[src/jsu_pkg.sv]
// ----------------------------------------------------------------------------
// jsu_pkg: shared types and constants for the JSON string unescaper
// Request structs, the decode-to-emit command, character codes and the
// UTF-8 encoder used by the front end.
// ----------------------------------------------------------------------------
package jsu_pkg;

	// Input request: one raw literal byte or the end marker
	typedef struct packed {
		logic       kind;
		logic [7:0] in_byte;
	} jsu_item_t;

	// Result request: one output byte or the terminator
	typedef struct packed {
		logic [7:0] out_byte;
		logic       is_end;
		logic       status;
	} jsu_result_t;

	// Command queued between the decoder and the byte emitter
	localparam int unsigned CMD_MAX_BYTES = 4;
	localparam int unsigned CMD_BCNT_W    = $clog2(CMD_MAX_BYTES + 1);
	localparam int unsigned CMD_IDX_W     = $clog2(CMD_MAX_BYTES);

	typedef struct packed {
		logic [CMD_BCNT_W-1:0]              cnt;
		logic [CMD_MAX_BYTES-1:0][7:0]      bytes;
		logic                               is_end;
		logic                               status;
	} jsu_cmd_t;

	localparam int unsigned CMD_DEPTH = 4;
	localparam int unsigned CMD_PTR_W = $clog2(CMD_DEPTH);
	localparam int unsigned CMD_CNT_W = $clog2(CMD_DEPTH + 1);

	// Decoder modes, one-hot
	typedef enum logic [5:0] {
		M_TEXT    = 6'b000001,
		M_ESC     = 6'b000010,
		M_HEX_HI  = 6'b000100,
		M_WANT_BS = 6'b001000,
		M_WANT_U  = 6'b010000,
		M_HEX_LO  = 6'b100000
	} jsu_mode_t;

	// Character codes
	localparam logic [7:0] CH_BSLASH = 8'h5C;
	localparam logic [7:0] CH_QUOTE  = 8'h22;
	localparam logic [7:0] CH_SLASH  = 8'h2F;
	localparam logic [7:0] CH_B      = 8'h62;
	localparam logic [7:0] CH_F      = 8'h66;
	localparam logic [7:0] CH_N      = 8'h6E;
	localparam logic [7:0] CH_R      = 8'h72;
	localparam logic [7:0] CH_T      = 8'h74;
	localparam logic [7:0] CH_U      = 8'h75;

	localparam logic [7:0] CTL_BS  = 8'h08;
	localparam logic [7:0] CTL_FF  = 8'h0C;
	localparam logic [7:0] CTL_LF  = 8'h0A;
	localparam logic [7:0] CTL_CR  = 8'h0D;
	localparam logic [7:0] CTL_TAB = 8'h09;

	// Surrogate ranges, by the top six bits
	localparam logic [5:0] SURR_HIGH_TAG = 6'b110110; // D800..DBFF
	localparam logic [5:0] SURR_LOW_TAG  = 6'b110111; // DC00..DFFF
	localparam logic [20:0] SUPP_BASE    = 21'h10000;

	typedef struct packed {
		logic       ok;
		logic [3:0] value;
	} jsu_hex_t;

	function automatic jsu_hex_t hex_digit(input logic [7:0] c);
		jsu_hex_t h;
		h = '0;
		if (c >= 8'h30 && c <= 8'h39) begin
			h.ok    = 1'b1;
			h.value = 4'(c - 8'h30);
		end else if (c >= 8'h41 && c <= 8'h46) begin
			h.ok    = 1'b1;
			h.value = 4'(c - 8'h37);
		end else if (c >= 8'h61 && c <= 8'h66) begin
			h.ok    = 1'b1;
			h.value = 4'(c - 8'h57);
		end
		return h;
	endfunction

	// Code point to one..four UTF-8 bytes, first byte in lane 0
	function automatic jsu_cmd_t utf8_enc(input logic [20:0] cp);
		jsu_cmd_t c;
		c = '0;
		if (cp < 21'h80) begin
			c.cnt      = CMD_BCNT_W'(1);
			c.bytes[0] = cp[7:0];
		end else if (cp < 21'h800) begin
			c.cnt      = CMD_BCNT_W'(2);
			c.bytes[0] = {3'b110, cp[10:6]};
			c.bytes[1] = {2'b10, cp[5:0]};
		end else if (cp < 21'h10000) begin
			c.cnt      = CMD_BCNT_W'(3);
			c.bytes[0] = {4'b1110, cp[15:12]};
			c.bytes[1] = {2'b10, cp[11:6]};
			c.bytes[2] = {2'b10, cp[5:0]};
		end else begin
			c.cnt      = CMD_BCNT_W'(4);
			c.bytes[0] = {5'b11110, cp[20:18]};
			c.bytes[1] = {2'b10, cp[17:12]};
			c.bytes[2] = {2'b10, cp[11:6]};
			c.bytes[3] = {2'b10, cp[5:0]};
		end
		return c;
	endfunction

endpackage

[src/jsu_front.sv]
// ----------------------------------------------------------------------------
// jsu_front: escape decoder
// Takes one raw byte per cycle unless stalled, tracks the escape state and
// issues a command (up to four bytes, or the terminator) to the command queue.
// ----------------------------------------------------------------------------
module jsu_front
	import jsu_pkg::*;
(
	input  logic      clk,
	input  logic      arst_n,
	input  logic      accept,
	input  jsu_item_t item,
	output logic      cmd_valid,
	output jsu_cmd_t  cmd
);

	jsu_mode_t   mode_q, mode_d;
	logic [1:0]  cnt_q, cnt_d;
	logic [11:0] acc_q, acc_d;   // first three digits; the fourth arrives live
	logic [9:0]  high_q, high_d;
	logic        err_q, err_d;

	jsu_hex_t    hex;
	logic [15:0] word;
	logic [20:0] cp_pair;
	logic        fail;

	always_comb begin
		mode_d    = mode_q;
		cnt_d     = cnt_q;
		acc_d     = acc_q;
		high_d    = high_q;
		err_d     = err_q;
		cmd_valid = 1'b0;
		cmd       = '0;
		fail      = 1'b0;
		hex       = hex_digit(item.in_byte);
		word      = {acc_q, hex.value};
		cp_pair   = SUPP_BASE + {1'b0, high_q, word[9:0]};

		if (accept) begin
			if (item.kind) begin
				cmd_valid  = 1'b1;
				cmd.cnt    = CMD_BCNT_W'(1);
				cmd.is_end = 1'b1;
				cmd.status = err_q | (mode_q != M_TEXT);
				mode_d     = M_TEXT;
				cnt_d      = '0;
				acc_d      = '0;
				high_d     = '0;
				err_d      = 1'b0;
			end else if (!err_q) begin
				case (mode_q)
					M_TEXT: begin
						if (item.in_byte == CH_BSLASH) begin
							mode_d = M_ESC;
						end else begin
							cmd_valid    = 1'b1;
							cmd.cnt      = CMD_BCNT_W'(1);
							cmd.bytes[0] = item.in_byte;
						end
					end
					M_ESC: begin
						mode_d       = M_TEXT;
						cmd.cnt      = CMD_BCNT_W'(1);
						cmd_valid    = 1'b1;
						case (item.in_byte)
							CH_B:      cmd.bytes[0] = CTL_BS;
							CH_F:      cmd.bytes[0] = CTL_FF;
							CH_N:      cmd.bytes[0] = CTL_LF;
							CH_R:      cmd.bytes[0] = CTL_CR;
							CH_T:      cmd.bytes[0] = CTL_TAB;
							CH_QUOTE,
							CH_BSLASH,
							CH_SLASH:  cmd.bytes[0] = item.in_byte;
							CH_U: begin
								cmd_valid = 1'b0;
								mode_d    = M_HEX_HI;
								cnt_d     = '0;
								acc_d     = '0;
							end
							default: begin
								cmd_valid = 1'b0;
								fail      = 1'b1;
							end
						endcase
					end
					M_HEX_HI, M_HEX_LO: begin
						if (!hex.ok) begin
							fail = 1'b1;
						end else if (cnt_q != 2'd3) begin
							cnt_d = 2'(cnt_q + 2'd1);
							acc_d = word[11:0];
						end else begin
							cnt_d = '0;
							acc_d = '0;
							if (mode_q == M_HEX_LO) begin
								if (word[15:10] != SURR_LOW_TAG) begin
									fail = 1'b1;
								end else begin
									cmd_valid = 1'b1;
									cmd       = utf8_enc(cp_pair);
									high_d    = '0;
									mode_d    = M_TEXT;
								end
							end else if (word[15:10] == SURR_LOW_TAG || word == 16'h0) begin
								fail = 1'b1;
							end else if (word[15:10] == SURR_HIGH_TAG) begin
								high_d = word[9:0];
								mode_d = M_WANT_BS;
							end else begin
								cmd_valid = 1'b1;
								cmd       = utf8_enc({5'b0, word});
								mode_d    = M_TEXT;
							end
						end
					end
					M_WANT_BS: begin
						if (item.in_byte != CH_BSLASH) begin
							fail = 1'b1;
						end else begin
							mode_d = M_WANT_U;
						end
					end
					M_WANT_U: begin
						if (item.in_byte != CH_U) begin
							fail = 1'b1;
						end else begin
							mode_d = M_HEX_LO;
							cnt_d  = '0;
							acc_d  = '0;
						end
					end
					default: fail = 1'b1;
				endcase
				if (fail) begin
					err_d  = 1'b1;
					mode_d = M_TEXT;
					cnt_d  = '0;
					acc_d  = '0;
					high_d = '0;
				end
			end
		end
	end

	always_ff @(posedge clk or negedge arst_n) begin
		if (!arst_n) begin
			mode_q <= M_TEXT;
			cnt_q  <= '0;
			acc_q  <= '0;
			high_q <= '0;
			err_q  <= 1'b0;
		end else begin
			mode_q <= mode_d;
			cnt_q  <= cnt_d;
			acc_q  <= acc_d;
			high_q <= high_d;
			err_q  <= err_d;
		end
	end

endmodule

[src/jsu_cmd_fifo.sv]
// ----------------------------------------------------------------------------
// jsu_cmd_fifo: command queue
// Small register queue decoupling the decoder from the byte emitter.
// ----------------------------------------------------------------------------
module jsu_cmd_fifo
	import jsu_pkg::*;
(
	input  logic     clk,
	input  logic     arst_n,
	input  logic     wr,
	input  jsu_cmd_t wr_data,
	input  logic     rd,
	output jsu_cmd_t rd_data,
	output logic     empty,
	output logic     full
);

	jsu_cmd_t               mem_q [CMD_DEPTH];
	logic [CMD_PTR_W-1:0]   wr_ptr_q;
	logic [CMD_PTR_W-1:0]   rd_ptr_q;
	logic [CMD_CNT_W-1:0]   count_q;

	assign empty   = (count_q == '0);
	assign full    = (count_q == CMD_CNT_W'(CMD_DEPTH));
	assign rd_data = mem_q[rd_ptr_q];

	always_ff @(posedge clk) begin
		if (wr) begin
			mem_q[wr_ptr_q] <= wr_data;
		end
	end

	always_ff @(posedge clk or negedge arst_n) begin
		if (!arst_n) begin
			wr_ptr_q <= '0;
			rd_ptr_q <= '0;
			count_q  <= '0;
		end else begin
			if (wr) begin
				wr_ptr_q <= CMD_PTR_W'(wr_ptr_q + 1'b1);
			end
			if (rd) begin
				rd_ptr_q <= CMD_PTR_W'(rd_ptr_q + 1'b1);
			end
			case ({wr, rd})
				2'b10:   count_q <= CMD_CNT_W'(count_q + 1'b1);
				2'b01:   count_q <= CMD_CNT_W'(count_q - 1'b1);
				default: count_q <= count_q;
			endcase
		end
	end

	a_no_overflow: assert property (@(posedge clk) disable iff (!arst_n)
		!(wr && full && !rd))
		else $error("command queue written while full");

	a_count_range: assert property (@(posedge clk) disable iff (!arst_n)
		count_q <= CMD_CNT_W'(CMD_DEPTH))
		else $error("command queue count out of range");

endmodule

[src/jsu_back.sv]
// ----------------------------------------------------------------------------
// jsu_back: byte emitter
// Walks the head command into the output reg, one byte per cycle unless held.
// ----------------------------------------------------------------------------
module jsu_back
	import jsu_pkg::*;
(
	input  logic        clk,
	input  logic        arst_n,
	input  jsu_cmd_t    head,
	input  logic        head_valid,
	output logic        head_rd,
	input  logic        pop,
	output jsu_result_t result,
	output logic        empty
);

	logic [CMD_IDX_W-1:0] idx_q;
	logic                 out_v_q;
	jsu_result_t          out_q;
	logic                 load;
	logic                 last;

	assign load    = head_valid && (!out_v_q || pop);
	assign last    = (CMD_BCNT_W'(idx_q) + CMD_BCNT_W'(1)) == head.cnt;
	assign head_rd = load && last;
	assign empty   = !out_v_q;
	assign result  = out_q;

	always_ff @(posedge clk or negedge arst_n) begin
		if (!arst_n) begin
			idx_q   <= '0;
			out_v_q <= 1'b0;
		end else begin
			out_v_q <= load || (out_v_q && !pop);
			if (load) begin
				idx_q <= last ? '0 : CMD_IDX_W'(idx_q + 1'b1);
			end
		end
	end

	always_ff @(posedge clk) begin
		if (load) begin
			out_q.out_byte <= head.bytes[idx_q];
			out_q.is_end   <= head.is_end;
			out_q.status   <= head.status;
		end
	end

	a_idx_in_cmd: assert property (@(posedge clk) disable iff (!arst_n)
		head_valid |-> (CMD_BCNT_W'(idx_q) < head.cnt))
		else $error("byte index beyond head command");

	a_idx_rests_zero: assert property (@(posedge clk) disable iff (!arst_n)
		!head_valid |-> idx_q == '0)
		else $error("byte index left mid-command with queue empty");

	a_pop_needs_data: assert property (@(posedge clk) disable iff (!arst_n)
		head_rd |-> head_valid)
		else $error("command retired from empty queue");

endmodule

[src/json_string_unescape_utf8_unit.sv]
// An accepted request goes into the command queue, then into the emitter's
// output register. Throughput: one input request per cycle unless the command
// queue is full; one result byte per cycle while results are popped, so a
// code point of four UTF-8 bytes holds the emitter while the four-entry
// command queue keeps the decoder taking input.
// Reset (arst_n low, asynchronous): text mode, no error, queue and output empty.
// ----------------------------------------------------------------------------
// json_string_unescape_utf8_unit: streaming JSON string unescaper
// Raw bytes of a JSON string literal in, unescaped UTF-8 bytes out, closed by
// a NUL terminator carrying the ok / error status.
// ----------------------------------------------------------------------------
module json_string_unescape_utf8_unit
	import jsu_pkg::*;
(
	input  logic        clk,
	input  logic        arst_n,
	// input request queue side
	input  logic        push,
	output logic        full,
	input  jsu_item_t   item,
	// result queue side
	output logic        empty,
	input  logic        pop,
	output jsu_result_t result
);

	// Decoder to queue
	logic     accept;
	logic     cmd_valid;
	jsu_cmd_t cmd;

	// Queue to emitter
	jsu_cmd_t head;
	logic     head_empty;
	logic     head_rd;

	// The decoder stalls only when the command queue is full. Each input
	// request yields at most one command, so a free slot always suffices.
	assign accept = push && !full;

	jsu_front u_front (
		.clk       (clk),
		.arst_n    (arst_n),
		.accept    (accept),
		.item      (item),
		.cmd_valid (cmd_valid),
		.cmd       (cmd)
	);

	// Commands: plain bytes and simple escapes are one byte, \u escapes one
	// to four, the end request a single terminator.
	jsu_cmd_fifo u_fifo (
		.clk     (clk),
		.arst_n  (arst_n),
		.wr      (cmd_valid),
		.wr_data (cmd),
		.rd      (head_rd),
		.rd_data (head),
		.empty   (head_empty),
		.full    (full)
	);

	// The emitter's output register parts the result side from the queue,
	// so a waiting result does not block decoding until the command queue fills.
	jsu_back u_back (
		.clk        (clk),
		.arst_n     (arst_n),
		.head       (head),
		.head_valid (!head_empty),
		.head_rd    (head_rd),
		.pop        (pop),
		.result     (result),
		.empty      (empty)
	);

endmodule
[config.mk]
export PLATFORM = sky130hd
export DESIGN_NAME = json_string_unescape_utf8_unit
export DESIGN_NICKNAME = d
export VERILOG_FILES = /design/src/jsu_pkg.sv /design/src/jsu_front.sv /design/src/jsu_cmd_fifo.sv /design/src/jsu_back.sv /design/src/json_string_unescape_utf8_unit.sv
export SDC_FILE = /design/constraint.sdc
export NUM_CORES = 1
export LEC_CHECK = 0
export BUFFER_PORTS_ARGS = -buffer_cell sky130_fd_sc_hd__buf_2
export CAP_MARGIN = 20
export CORE_ASPECT_RATIO = 1.1
export CORE_UTILIZATION = 32
export DETAILED_ROUTE_END_ITERATION = 8
export GPL_TIMING_DRIVEN = 0
export PLACE_DENSITY = 0.5
export SLEW_MARGIN = 0
export SYNTH_ARGS = -nofsm -noshare
export SYNTH_HDL_FRONTEND = slang
export SYNTH_HIERARCHICAL = 1
export SYNTH_SLANG_ARGS = --single-unit
[constraint.sdc]
create_clock -name clk -period 4.5 [get_ports clk]
set_input_delay 0.45 -clock clk [delete_from_list [all_inputs] [get_ports clk]]
set_output_delay 0.45 -clock clk [all_outputs]
set_load 0.01 [all_outputs]
==> metrics.txt, run 1 <==
outcome=finished clean; Post-route DRC=0; post-synthesis xor/xnor area fraction=1.27%; main combinational cell family by area after synthesis=compound AO/OA/AOI/OAI gates; Hold WS=42.5 ps; Filler Cells Inserted=2800; post-placement cell count=1076; share of cells above drive strength 1=19.3%; Starting Density=32.4%; Power Internal=4.10 mW; initial antenna violation count=0; FP Rows=66; Area Growth Syn to Fin=13.7%; Layout Cells excl Fill=1110; worst clock skew=18.9 ps; Post-synth EDFFs=158; die width=167 µm; synthesis-stage register bit count=199; count of input and output buffers=23; Synth Area in Compound Gates=11.7%; die area=30600 µm²; Synthesis Warnings=6; post-CTS setup buffer count=0; Setup crit end kind=flip-flop; DR vias/cell=5.61; leakage=3.85 nW; Startpoint Class=input pin; core area=29500 µm²; first-iteration detailed-routing DRC count=654; syn_area_per_cell=14.2 µm²; data arrival time of the critical path=4650 ps; clock slew at reported path FFs=70 ps; setup violators final=0; Clock Latency Late Sink=440 ps; post-synthesis cell type count=87; CTS tree=done; simple-gate share of the synthesized area=10.6%; Required @ worst endpoint=4840 ps; mux cell area share after synthesis=11.2%; Hold Buf Count CTS=0; Adder-Cell Fraction of Synth Area=1.78%; Clock Path Buffers=2; DP HPWL=17.9 mm; number of global-route vias before repair=6348; Placer Congestion=0.903; H-tree level count=4; Synth Cell Area=9560 µm²; logic gate share of total power=32.5%; switching portion of total power=31.7%; Final Max Tran Viols=0; max cap viols=0; crit path kind=input pin to flip-flop; Sw Pwr=1.91 mW; Hold Path Class=input pin to async pin; DP Area=10300 µm²; design area=10900 µm²; sequential power share=43.5%; vias post-DR=6224; IO Count=25; DR WL/cell=22.9 µm; FMAX=232 MHz; Final Hold Fails=0; Total Routing Usage GR=17.2%; post-cts sizing count=1; asr flop ratio synth=20.6%; Worst-Margin Slew=1070 ps; Mapped Cells=673; first-pass GRT wire length=38.8 mm; Num CTS Buffers=17; largest net degree at the start of global routing=42; clock share of power=24.0%; post-synthesis sequential area ratio=60.3%; Total Power=6.01 mW; drt total wl=25.5 mm; top_reg_cell synth=edfxtp_1; diode count=0; RSZ-0062 raised after global routing=no; Power Density=552 nW/µm²; Initial DRT Pass Iterations=5; period utilisation layout=95.7%; worst vdd ir=0.227 mV; Sink Count=199; Worst slew margin=27.6%; DRT antenna net count=0; nets=749; clk root buf=clkbuf_16; post-layout min period=4310 ps; crit-path max FO=10; Die Y=183 µm; Util after Layout=36.9%; GR Overflow Total=0
[final cells by class]
class / instances / area, µm² / area share (%)
multi-input combinational: 416 / 3540 / 32.6
tap: 374 / 468 / 4.30
timing repair buffer: 29 / 258 / 2.37
inverter: 23 / 86.3 / 0.794
buffer: 37 / 199 / 1.83
clock inverter: 13 / 111 / 1.02
sequential: 199 / 5770 / 53.1
clock buffer: 19 / 443 / 4.07
[flip-flops by register name (all words and copies together) (netlist names)]
name,flops
u_back/idx_q,2
u_fifo/mem_q,148
u_fifo/rd_ptr_q,2
u_fifo/count_q,3
u_back/out_v_q,1
u_front/cnt_q,2
u_front/err_q,1
u_fifo/wr_ptr_q,2
u_front/acc_q,12
u_front/mode_q,6
u_front/high_q,10
u_back/result,10
[cells in the final DEF, fill, tap and decap left out, drive strengths merged, types with 5 or more instances in the layout]
cell type	count
ha	12
inv	30
a21oi	33
xor2	6
nor2	45
xnor2	7
nand2	41
o211ai	7
edfxtp	158
or4	6
a22o	27
nor3	16
o221ai	5
nor3b	6
mux4	45
and2	8
and3	7
dfrtp	40
clkbuf	40
buf	45
o21ai	30
a211oi	5
nand3	16
or2	7
[critical path, cell delays in order]
cell	delay, ps
buf_2	160
inv_1	100
ha_1	280
nor3b_1	440
nor3_1	130
a21oi_1	720
a31oi_2	370
a21oi_2	330
o211ai_1	120
a21o_1	340
inv_1	100
ha_1	180
inv_1	60
fa_1	370
xor2_1	150
nor2_1	120
xor2_1	210
[synthesized netlist by cell type (12+ instances only)]
cell type    n  share of area (%)
edfxtp_1   158                 50
nor2_1      45                1.8
dfrtp_1     40                 10
nand2_1     41                1.6
inv_1       23               0.90
nor3_1      14               0.73
o21ai_0     26                1.4
mux4_2      37                8.7
a22o_1      27                2.5
ha_1        12                1.6
nand3_1     15               0.78
a21oi_1     33                1.7
clkbuf_1    20               0.78
[power groups by stage]
stage / clock (mW) / sequential, mW / combinational (mW)
floorplan: 0 / 2.65 / 1.31
finish: 1.44 / 2.61 / 1.95
CTS: 1.49 / 2.62 / 2.01
detailed placement: 0 / 2.66 / 2.00
global route: 1.56 / 2.65 / 2.13
global placement: 0 / 2.65 / 1.87
[per-layer routing]
| metal | vias up | wire (µm) | track usage [%] | part of all wire [%] |
|---|---|---|---|---|
| met5 | - | 0 | 0 | 0 |
| met4 | 0 | 517 | 5.52 | 2.0 |
| met3 | 31 | 960 | 2.98 | 3.8 |
| met1 | 3211 | 11000 | 21.9 | 43 |
| met2 | 207 | 13000 | 29.8 | 51 |
| li1 | 2775 | - | - | - |
[per-stage QoR]
step / worst slack, ps / TNS [ps]
after detailed placement: -359 / -9860
after CTS: 55.5 / 0
after global routing: 13.0 / 0
final: 192 / 0
after floorplan: 636 / 0
after global placement: -1000 / -146970
[final timing paths]
check	from	to	slack, ps	cells past startpoint
setup / recovery	item[0]	u_fifo/count_q[2]	190	17
hold reg to reg	u_fifo/count_q[0]	u_fifo/count_q[0]	500	1
hold / removal	arst_n	u_front/high_q[7]	40	1
setup reg to reg	u_front/acc_q[6]	u_fifo/count_q[2]	300	15
min in group clk	pop	u_back/out_v_q	370	3
max in group asynchronous	arst_n	u_front/mode_q[0]	3840	2
[kinds of logic after synthesis]
kind of cell / count (synthesis)
adder cells (fa/ha/maj): 13
XOR/XNOR: 13
other: 1
flip-flops: 199
AO/OA/AOI/OAI: 153
buffers and inverters: 60
multiplexers: 48
AND/OR/NAND/NOR: 186
Note: power is estimated with default switching activity, not from simulation.
==> inputs of run 2 (changes only) <==
CORE_UTILIZATION = 45   (was 32)
PLACE_DENSITY = 0.65   (was 0.5)
==> run 2 against run 1 <==
Die area shrank 29%. Final cell count shrank 7.9%. Largest power group unchanged. Highest routed layer unchanged. The run now ends with negative hold slack left. Hold slack lost 61 ps. Global-route usage grew 5.4 points.
==> metrics.txt, run 2 (same netlist as run 1, synthesis figures left out) <==
most common cell after layout, fill and taps aside=edfxtp_1 (unchanged); outcome=finished with violations (was finished clean); Initial DRT Pass Iterations=5 (unchanged); Sink Count=199 (unchanged); Num CTS Buffers=17 (unchanged); worst vdd ir=0.291 mV (was 0.227 mV); Reg2Reg Depth=15 (unchanged); design area=10800 µm² (was 10900 µm²); largest net degree at the start of global routing=42 (unchanged); Final Hold Fails=17 (was 0); leakage=3.85 nW (about the same); DP HPWL=16.5 mm (was 17.9 mm); Clock Path Buffers=2 (unchanged); diode count=0 (unchanged); setup violators final=0 (unchanged); Clock Latency Late Sink=430 ps (was 440 ps); FMAX=235 MHz (was 232 MHz); Total Routing Usage GR=22.6% (was 17.2%); DP Area=10100 µm² (was 10300 µm²); DR WL/cell=22.9 µm (about the same); number of global-route vias before repair=6224 (was 6348); met1 Use GR=30.3% (was 21.9%); FP Rows=55 (was 66); period utilisation layout=94.7% (was 95.7%); share of cells above drive strength 1=19.3% (about the same); Final Max Tran Viols=0 (unchanged); most frequent cells in the layout=158 x edfxtp_1, 45 x nor2_1, 41 x nand2_1, 40 x dfrtp_1, 37 x mux4_2 (unchanged); GR Layer Usage met2=37.9% (was 29.8%); clk root buf=clkbuf_16 (unchanged); Required @ worst endpoint=4860 ps (was 4840 ps); nets=750 (was 749); crit path kind=flip-flop to flip-flop (was input pin to flip-flop); first-iteration detailed-routing DRC count=529 (was 654); die area=21800 µm² (was 30600 µm²); core area=20700 µm² (was 29500 µm²); biggest regs=u_fifo/mem_q (148), u_front/acc_q (12) (unchanged); RR Startpoint=u_front/acc_q[6] (unchanged); worst setup margin=239 ps (was 192 ps); first-pass GRT wire length=36.3 mm (was 38.8 mm); CTS tree=done (unchanged); Hold Path Class=input pin to async pin (unchanged); Starting Density=46.2% (was 32.4%); GR Overflow Total=0 (unchanged); post-placement cell count=987 (was 1076); Hold Buf Count CTS=0 (unchanged); failing checks=negative hold slack; worst clock skew=8.14 ps (was 18.9 ps); drt total wl=23.4 mm (was 25.5 mm); GR Util met3=2.80% (was 2.98%); Layout Cells excl Fill=1022 (was 1110); pre-CTS setup slack=-52.0 ps (was -359 ps); Worst slew margin=45.6% (was 27.6%); data arrival time of the critical path=4620 ps (was 4650 ps); Worst-Margin Slew=814 ps (was 1070 ps); Area Growth Syn to Fin=12.5% (was 13.7%); Placer Congestion=0.975 (was 0.903); post-layout min period=4260 ps (was 4310 ps); initial antenna violation count=0 (unchanged); GR peak layer=met2 (unchanged); clock slew at reported path FFs=70 ps (about the same); die width=141 µm (was 167 µm); Hold WS=-18.3 ps (was 42.5 ps); DR vias/cell=6.02 (was 5.61); Startpoint Class=flip-flop (was input pin); vias post-DR=6153 (was 6224); H-tree level count=4 (unchanged); Crit. Startpoint=u_front/acc_q[6] (was item[0]); max cap viols=0 (unchanged); count of input and output buffers=23 (unchanged); IO Count=25 (unchanged); Power Density=556 nW/µm² (was 552 nW/µm²); crit-path max FO=9 (was 10); Largest Register=u_fifo/mem_q (unchanged); RSZ-0062 raised after global routing=no (unchanged); Die Y=155 µm (was 183 µm); Post-route DRC=0 (unchanged); Setup crit end kind=flip-flop (unchanged); max FFs per register=148 (unchanged); DRT antenna net count=0 (unchanged)
[run 2: path summary, 6_finish.rpt]
kind / endpoint / slack [ps]
min reg2reg: u_fifo/count_q[2] / 490
max reg2reg: u_fifo/count_q[2] / 240
min in group clk: u_back/out_v_q / 370
max: u_fifo/count_q[2] / 240
max in group asynchronous: u_front/high_q[0] / 4030
min: u_front/acc_q[4] / -20
[run 2: critical path, stage by stage (launching register included)]
cell and delay, ps:
dfrtp_1 370, clkbuf_1 220, or4_1 560, nor3_1 380
nor4b_2 410, a31oi_2 300, a21oi_1 390, o211ai_1 120
a21o_1 330, inv_1 100, ha_1 180, inv_1 60
fa_1 370, xor2_1 150, nor2_1 110, xor2_1 150
[run 2: metrics by stage]
step / hold slack [ps] / utilization (%) / power, mW / setup TNS, ps
floorplan: 154 / - / 3.96 / 0
global placement: 471 / 48.5 / 4.45 / -124530
detailed placement: 479 / 48.9 / 4.56 / -52.0
CTS: 206 / 51.7 / 6.04 / 0
global route: 14.9 / 52.0 / 6.28 / 0
finish: -18.3 / 52.0 / 5.98 / 0
[run 2: what timing repair did]
item	4_1_cts	5_1_grt
resized for setup	0	2
endpoints found under the setup margin	0	1
setup buffers	0	0
[run 2: layout make-up]
cell class                      instances  area, µm²
Inverter                               23       86.3
Clock inverter                         13        131
Sequential cell                       199       5770
Tap cell                              285        357
Timing Repair Buffer                   30        233
Buffer                                 37        199
Multi-Input combinational cell        416       3530
Clock buffer                           19        453
Fill cell                            1756       9950
[run 2: power breakdown]
part / internal (mW) / switching (mW) / total (mW) / leakage, nW
combinational: 0.846 / 1.04 / 1.88 / 1.53
sequential: 2.49 / 0.118 / 2.61 / 2.03
clock: 0.766 / 0.722 / 1.49 / 0.286
total: 4.11 / 1.88 / 5.98 / 3.85
[run 2: metal layers]
layer | share of wire, % | vias up | routed length [µm]
met3 | 3.2 | 34 | 758
li1 | - | 2774 | -
met4 | 2.5 | 0 | 589
met2 | 50 | 173 | 11700
met1 | 44 | 3172 | 10300
met5 | 0 | - | 0
==> inputs of run 3 (changes only) <==
RECOVER_POWER = 25   (was not set)
==> run 3 against run 2 <==
The flow now finishes without violations. Sequential share of layout area up 0.26 points. Utilization down 0.25 points. Fmax down 0.24%. Clock power about the same. Critical path type unchanged. Highest routed layer unchanged.
==> metrics.txt, run 3 (same netlist as run 1, synthesis figures left out) <==
outcome=finished clean (was finished with violations); cell count along the critical path=15 (unchanged); Util after Layout=51.7% (was 52.0%); initial antenna violation count=0 (unchanged); worst vdd ir=0.291 mV (about the same); crit-path max FO=9 (unchanged); first-pass GRT wire length=36.3 mm (unchanged); setup violators final=0 (unchanged); DR WL/cell=23.0 µm (was 22.9 µm); worst r2r dst=u_fifo/count_q[2] (unchanged); first-iteration detailed-routing DRC count=559 (was 529); clk root buf=clkbuf_16 (unchanged); Starting Density=46.2% (unchanged); post-placement cell count=987 (unchanged); clock slew at reported path FFs=70 ps (about the same); Clock Latency Late Sink=430 ps (about the same); post-layout min period=4270 ps (was 4260 ps); largest net degree at the start of global routing=42 (unchanged); critical path's top delay family=simple AND/OR/NAND/NOR gates (unchanged); data arrival time of the critical path=4630 ps (was 4620 ps); Clock Path Buffers=2 (unchanged); drt total wl=23.5 mm (was 23.4 mm); count of input and output buffers=23 (unchanged); RSZ-0062 raised after global routing=no (unchanged); Area Growth Syn to Fin=12.0% (was 12.5%); Critical Path, Cell by Cell=clkbuf_1 -> or4_1 -> nor3_1 -> nor4b_2 -> a31oi_2 -> a21oi_1 -> o211ai_1 -> a21o_1 -> inv_1 -> ha_1 -> inv_1 -> fa_1 -> xor2_1 -> nor2_1 -> xor2_1 (unchanged); Hold Path Class=input pin to async pin (unchanged); Num CTS Buffers=17 (unchanged); nets=750 (unchanged); Bufs and invs on worst path=3 (unchanged); die area=21800 µm² (unchanged); Total Routing Usage GR=22.6% (unchanged); share of cells above drive strength 1=16.7% (was 19.3%); crit path kind=flip-flop to flip-flop (unchanged); max incr delay on CP=560 ps (about the same); Hold Buf Count CTS=0 (unchanged); biggest regs=u_fifo/mem_q (148), u_front/acc_q (12) (unchanged); DP HPWL=16.5 mm (unchanged); Final Max Tran Viols=0 (unchanged); slowest CP cell=or4_1 (unchanged); DRT antenna net count=0 (unchanged); most frequent cells in the layout=158 x edfxtp_1, 45 x nor2_1, 41 x nand2_1, 40 x dfrtp_1, 38 x clkbuf_1 (was 158 x edfxtp_1, 45 x nor2_1, 41 x nand2_1, 40 x dfrtp_1, 37 x mux4_2); CTS tree=done (unchanged); worst clock skew=8.90 ps (was 8.14 ps); IO Count=25 (unchanged); Worst-Margin Slew=1330 ps (was 814 ps); max FFs per register=148 (unchanged); Reg2Reg Depth=15 (unchanged); leakage=3.78 nW (was 3.85 nW); Placer Congestion=0.975 (unchanged); Multi-input gate area=3520 µm² (was 3530 µm²); Crit. Startpoint=u_front/acc_q[6] (unchanged); max cap viols=0 (unchanged); core area=20700 µm² (unchanged); Startpoint Class=flip-flop (unchanged); Initial DRT Pass Iterations=5 (unchanged); number of global-route vias before repair=6224 (unchanged); FP Rows=55 (unchanged); diode count=0 (unchanged); Die Y=155 µm (unchanged); H-tree level count=4 (unchanged); DR vias/cell=6.06 (was 6.02); Setup crit end kind=flip-flop (unchanged); Largest Register=u_fifo/mem_q (unchanged); Worst slew margin=11.4% (was 45.6%); GR Overflow Total=0 (unchanged); register-to-register path setup slack=230 ps (was 240 ps); vias post-DR=6195 (was 6153); Power Density=557 nW/µm² (was 556 nW/µm²); Final Hold Fails=0 (was 17); Post-route DRC=0 (unchanged); most common cell after layout, fill and taps aside=edfxtp_1 (unchanged); period utilisation layout=94.9% (was 94.7%); Worst setup endpoint=u_fifo/count_q[2] (unchanged); die width=141 µm (unchanged); FMAX=234 MHz (was 235 MHz); sequential cell area=5770 µm² (unchanged); Sink Count=199 (unchanged); RR Startpoint=u_front/acc_q[6] (unchanged); Filler Cells Inserted=1764 (was 1756); Required @ worst endpoint=4860 ps (about the same); Layout Cells excl Fill=1022 (unchanged)
## run 3: layer usage
layer  track usage (%)  share of wire [%]  up-vias  wire (µm)
met5                 0                  0        -          0
met4              8.28                2.4        0        553
met3              2.80                3.7       39        857
met2              37.9                 50      204      11700
met1              30.3                 44     3181      10300
li1                  -                  -     2771          -
## run 3: what timing repair did
action,in CTS,in global routing
setup endpoints to repair,0,1
buffers inserted,0,0
gates resized for setup,0,2
## run 3: how the worst min path moves through the flow
stage,startpoint,to,slack (ps),cells past startpoint
after CTS,arst_n,u_front/acc_q[4],210,1
after detailed placement,u_fifo/count_q[2],u_fifo/count_q[2],480,1
after floorplan,arst_n,u_back/idx_q[0],150,0
final,arst_n,u_front/acc_q[4],190,1
after global placement,u_fifo/count_q[2],u_fifo/count_q[2],470,1
after global routing,arst_n,u_front/acc_q[4],300,1
## run 3: final cells by class
| cell class | instances | share of cell area, % |
|---|---|---|
| Buffer | 37 | 1.81 |
| Clock buffer | 19 | 4.23 |
| Clock inverter | 13 | 1.23 |
| Inverter | 23 | 0.806 |
| Multi-Input combinational cell | 416 | 32.9 |
| Sequential cell | 199 | 53.9 |
| Tap cell | 285 | 3.33 |
| Timing Repair Buffer | 30 | 1.80 |
## run 3: power breakdown
part | switching [mW] | internal [mW]
logic | 1.04 | 0.825
registers | 0.119 | 2.49
clock network | 0.723 | 0.766
total | 1.88 | 4.09
## run 3: through the flow
step	setup TNS, ps	worst slack (ps)	area, µm²	power (mW)	hold WS (ps)
2_1_floorplan	0	636	9570	3.96	154
3_3_place_gp	-124530	-850	10000	4.45	471
3_5_place_dp	-52.0	-52.0	10100	4.56	479
4_1_cts	0	166	10700	6.04	206
5_1_grt	0	52.9	10700	6.26	295
6_report	0	229	10700	5.97	192
